<file path="config.mk">
export PLATFORM = sky130hd
export DESIGN_NAME = mec_mul_acc
export DESIGN_NICKNAME = d
export VERILOG_FILES = /design/src/rtl/mec_pkg.sv /design/src/rtl/mec_mul_acc.sv
export SDC_FILE = /design/constraint.sdc
export NUM_CORES = 2
export LEC_CHECK = 0
export BUFFER_PORTS_ARGS = -buffer_cell sky130_fd_sc_hd__buf_2
export CAP_MARGIN = 20
export CORE_AREA = 2 2 312 314
export CTS_BUF_LIST = sky130_fd_sc_hd__clkbuf_8
export CTS_CLUSTER_DIAMETER = 50
export CTS_CLUSTER_SIZE = 12
export DETAILED_ROUTE_END_ITERATION = 8
export DIE_AREA = 0 0 314 316
export HOLD_SLACK_MARGIN = 0.06
export PLACE_DENSITY_LB_ADDON = 0.05
export SLEW_MARGIN = 20
export SYNTH_ARGS = -nofsm -noshare
export SYNTH_HDL_FRONTEND = slang
export SYNTH_SLANG_ARGS = --single-unit
export TNS_END_PERCENT = 30
</file>
<file path="constraint.sdc">
create_clock -name clock -period 23.4 [get_ports clock]
set_clock_uncertainty 0.2 [all_clocks]
set_input_delay 2.34 -clock clock [delete_from_list [all_inputs] [get_ports clock]]
set_output_delay 2.34 -clock clock [all_outputs]
set_load 0.01 [all_outputs]
</file>
<file path="src/rtl/mec_pkg.sv">
package mec_pkg;

   localparam int DATA_W              = 64;
   localparam int HALF_W              = 32;
   localparam int ACC_W               = 128;
   localparam int CFG_W               = 16;
   localparam int COLOUR_W            = 8;
   localparam int ITER_W              = 16;
   localparam int FRAC_BITS_DEFAULT   = 58;
   localparam int COUNT_WIDTH_DEFAULT = 16;

   localparam logic [CFG_W-1:0] MAX_ITER_RESET = 16'd3000;

   localparam logic [1:0] SHIFT_NONE  = 2'd0;
   localparam logic [1:0] SHIFT_WORD  = 2'd1;
   localparam logic [1:0] SHIFT_DWORD = 2'd2;

   localparam logic [DATA_W-1:0] Q60_PI     = 64'h3243F6A8885A308D;
   localparam logic [DATA_W-1:0] Q60_SQRT2  = 64'h16A09E667F3BCC90;
   localparam logic [DATA_W-1:0] Q60_SQRTPI = 64'h1C5BF891B4EF6AA7;

   localparam logic [ACC_W-1:0] PI_SQRTPI_Q120 = {64'h0, Q60_PI} * {64'h0, Q60_SQRTPI};
   localparam logic [ACC_W-1:0] PI_SQRT2_Q120  = {64'h0, Q60_PI} * {64'h0, Q60_SQRT2};

   localparam logic [DATA_W-1:0] K_RED   = Q60_PI;
   localparam logic [DATA_W-1:0] K_GREEN = PI_SQRTPI_Q120[123:60];
   localparam logic [DATA_W-1:0] K_BLUE  = PI_SQRT2_Q120[123:60];

   typedef struct packed {
      logic              valid;
      logic              clear;
      logic              neg;
      logic [1:0]        shift;
   } mec_op_type;

   typedef struct packed {
      mec_op_type        op;
      logic [HALF_W-1:0] x;
      logic [HALF_W-1:0] y;
   } mec_issue_type;

   typedef struct packed {
      logic signed [DATA_W-1:0] c_re;
      logic signed [DATA_W-1:0] c_im;
   } mec_req_type;

   typedef struct packed {
      logic [COLOUR_W-1:0] red;
      logic [COLOUR_W-1:0] green;
      logic [COLOUR_W-1:0] blue;
      logic                escaped;
      logic [ITER_W-1:0]   iteration_count;
   } mec_rsp_type;

endpackage

</file>
<file path="src/rtl/mec_mul_acc.sv">
module mec_mul_acc
   import mec_pkg::*;
(
   input  logic              clock,
   input  logic              reset,
   input  mec_issue_type     issue,
   output logic [ACC_W-1:0]  acc
);

   logic [2*HALF_W-1:0] pp_ff, pp_in;
   mec_op_type          op_ff, op_in;
   logic [ACC_W-1:0]    acc_ff, acc_in;
   logic [ACC_W-1:0]    term;
   logic [ACC_W-1:0]    base;

   always_comb begin
      pp_in = (2*HALF_W)'(issue.x) * (2*HALF_W)'(issue.y);
      op_in = issue.op;
      case (op_ff.shift)
         SHIFT_NONE:  term = ACC_W'(pp_ff);
         SHIFT_WORD:  term = ACC_W'(pp_ff) << HALF_W;
         SHIFT_DWORD: term = ACC_W'(pp_ff) << (2*HALF_W);
         default:     term = '0;
      endcase
      base = op_ff.clear ? '0 : acc_ff;
      if (op_ff.valid) begin
         acc_in = op_ff.neg ? (base - term) : (base + term);
      end else begin
         acc_in = acc_ff;
      end
   end

   always_ff @(posedge clock) begin
      if (reset) begin
         op_ff <= '0;
      end else begin
         op_ff <= op_in;
      end
   end

   always_ff @(posedge clock) begin
      pp_ff  <= pp_in;
      acc_ff <= acc_in;
   end

   assign acc = acc_ff;

endmodule

</file>
==> results.md <==
* Status: finished clean
* Post-synth cell types at 91
* Clk_lat worst skew at 0.56 ns
* Post-detailed-route wirelength per cell at 23.49 µm
* Worst-case clock buffer depth at 2
* Post-CTS setup buffer count at 0
* Leading area contributor after synthesis: fa_1
* Final setup vio count at 0
* Max cap viols at 0
* Top post-synthesis cells by count: inv_1, fa_1, nand2_1
* Clock Sinks at 197
* Filler instances at 9,030
* Clock slew seen by the registers of the worst setup and hold paths at 0.10 ns
* Register area share after synthesis at 9.965%
* Final antenna-violating net count at 0
* CTS root buffer: clkbuf_8
* First-pass GRT wire length at 262,900 µm
* Layout overhead on the synthesized area at 3.398%
* GRT Residual Overflow at 0
* Chip width at 314 µm
* FMAX at 90.39 MHz
* Final Max Slew Viols at 0
* Setup TNS at 0 ns
* Crit end category: register
* Avg Cell Area, Syn at 8.523 µm²
* Worst Setup SP: issue[47]
* Most frequent cell after synthesis: inv_1
* Detailed Routing Iterations Pass 1 at 6
* Die span in y at 316 µm
* Die area at 0.09922 mm²
* Min Clock Period, post-route at 11.06 ns
* Post-cts sizing count at 0
* RSZ-0062 raised after global routing: no
* Post-DR vias/cell at 5.889
* First DRT Iteration DRCs at 3,723
* Tcrit/Tclk final at 47.28%
* GP Congestion at 1.004
* Hold Crit Class: reg -> reg
* Post-synthesis net count at 7,511
* Critical Path Most Common Cell: fa_1
* Synth warn at 0
* Initial antenna violation count at 3
* Max FO, Critical Path at 32
* Vias at 43,060
* FF+latch count, synth at 197
* CTS tree: done
* Share of the synthesized area in the top cell type at 34.25%
* Post-synth top flop: edfxtp_1
* Slew margin rel. at 31.94%
* Total Nets Final at 7,380
* Layout cells sized above 1 at 5.088%
* Syn Inst Count at 6,152
* Post-synth ARST share at 0%
* Residual DRC count at 0
* CTS Hold Buffers Added at 0
* H-tree Lvls at 4
* Least-Margin Pin Slew at 1.008 ns
* Starting density of the core at 54.62%
* Crit path DAT at 11.30 ns
* Total core area at 0.09599 mm²
* Vias in the first global route at 43,880
* Inserted Clock Buffers at 17
* Mapped cell area at 0.05243 mm²
* IO Pins at 199
* Crit path kind: in -> reg
* CP peak stage delay at 0.68 ns
* Routed WL at 171,700 µm
* WP data required at 23.64 ns
* CP Launch Type: input pin
* Largest net degree at the start of global routing at 74
* Min-Delay Startpoint: op_ff[4]$_SDFF_PP0_
* Synth area leaders: fa_1, ha_1, edfxtp_1, and2_1, inv_1
* Global-route usage over all layers at 34.87%
* Final hold vios at 0
* Reg-to-reg startpoint: op_ff[0]$_SDFF_PP0_
* DP HPWL at 134,000 µm
* Cell family with most CP delay: adder cells
* Slowest cell on crit path: a211oi_1
* Crit path cell chain: buf_2 > and2_1 > fa_1 > fa_1 > inv_1 > fa_1 > fa_1 > fa_1 > inv_1 > fa_1 > fa_1 > fa_1 > ha_1 > a21oi_1 > nor3b_1 > a31oi_1 > a211oi_1 > o21ai_0 > o21ai_0 > o21ai_0 > a21boi_1 > o311ai_0 > xnor2_1
* CP bufs+invs at 3
* Port Buffers at 198
* Row cnt at 114
* Number of synthesized flops with an enable pin at 128
## metal layers
layer / vias to the layer above / GRT usage [%] / routed length (µm)
met5: - / 0 / 28
met4: 4 / 14.01 / 7748
met3: 385 / 6.264 / 13590
met1: 21550 / 46.86 / 72260
li1: 19340 / - / -
met2: 1781 / 56.09 / 78080
## cell families after synthesis
| group | after synthesis | synth area share (%) |
|---|---|---|
| adders and majority gates | 1288 | 43.58 |
| DFF | 197 | 9.965 |
| buffers and inverters | 1314 | 9.452 |
| AOI/OAI and AO/OA | 964 | 11.57 |
| muxes | 33 | 0.6372 |
| xor gates and xnor gates | 269 | 4.493 |
| and+or+nand+nor | 2087 | 20.30 |
## final timing paths
path	endpoint	slack [ns]	cells past startpoint
setup / recovery	pp_ff[56]$_DFF_P_	12.34	23
hold / removal	acc[117]$_DFFE_PP_	0.37	0
setup reg to reg	acc[121]$_DFFE_PP_	15.13	22
hold reg to reg	acc[117]$_DFFE_PP_	0.37	0
## flip-flops by register name (all words and copies together), names as in the netlist
signal,cells
op_ff,5
acc,128
pp_ff,64
## cell usage in the layout (no fill, tap or decap), types with 24 or more instances in the layout
master / instances
inv_1: 936
fa_1: 897
nand2_1: 664
and2_1: 608
ha_1: 391
a21oi_1: 339
nor2_1: 292
buf_2: 198
o21ai_0: 170
nor2b_1: 159
xnor2_1: 152
edfxtp_1: 128
xor2_1: 117
a21o_1: 115
nand4_1: 82
nand3_1: 70
nor3_1: 69
dfxtp_1: 64
o21bai_1: 45
a31oi_1: 42
nor4_1: 33
buf_4: 31
mux2i_1: 30
nand2b_1: 25
o21a_1: 25
a22oi_1: 24
## metrics by stage
step	setup slack [ns]	cell area [µm²]	utilization, %	hold slack, ns	std cells
floorplan	13.69	52430	-	0.6098	6152
global placement	12.05	53840	56.08	0.3459	7278
detailed placement	11.93	53840	56.08	0.3522	7278
CTS	12.52	54210	56.47	0.3694	7310
global route	12.02	54210	56.48	0.3875	7311
finish	12.34	54210	56.48	0.3687	7311
## final cells by class
type	instances	area (µm²)	area share [%]
repair buffers	229	1224	2.257
multi-input cells	4641	42270	77.97
flip-flops and latches	197	5239	9.663
well taps	1276	1597	2.945
clock inverters	14	125.1	0.2308
inverters	935	3510	6.474
clock buffers	18	247.7	0.4570
diodes	1	2.502	0.004616
## worst register-to-register path, cell delays in order (launching register included)
cell,delay (ns)
dfxtp_2,0.34
buf_4,0.67
or2_2,0.51
a21oi_1,0.12
or3_1,0.46
nor3_4,0.37
nand4bb_4,0.25
or4_1,0.72
nor2_1,0.24
a21oi_1,0.12
xnor2_1,0.38
ha_1,0.34
nand4_1,0.22
nor4_1,0.80
nand3_1,0.28
nor3_1,0.49
o21a_1,0.19
o311ai_1,0.09
buf_4,0.24
a31oi_1,0.43
o21ai_0,0.26
nand2b_1,0.17
a311oi_1,0.10
Power is not shown: default switching activity piles up to over one toggle a cycle in this logic, so the estimate is an artifact.
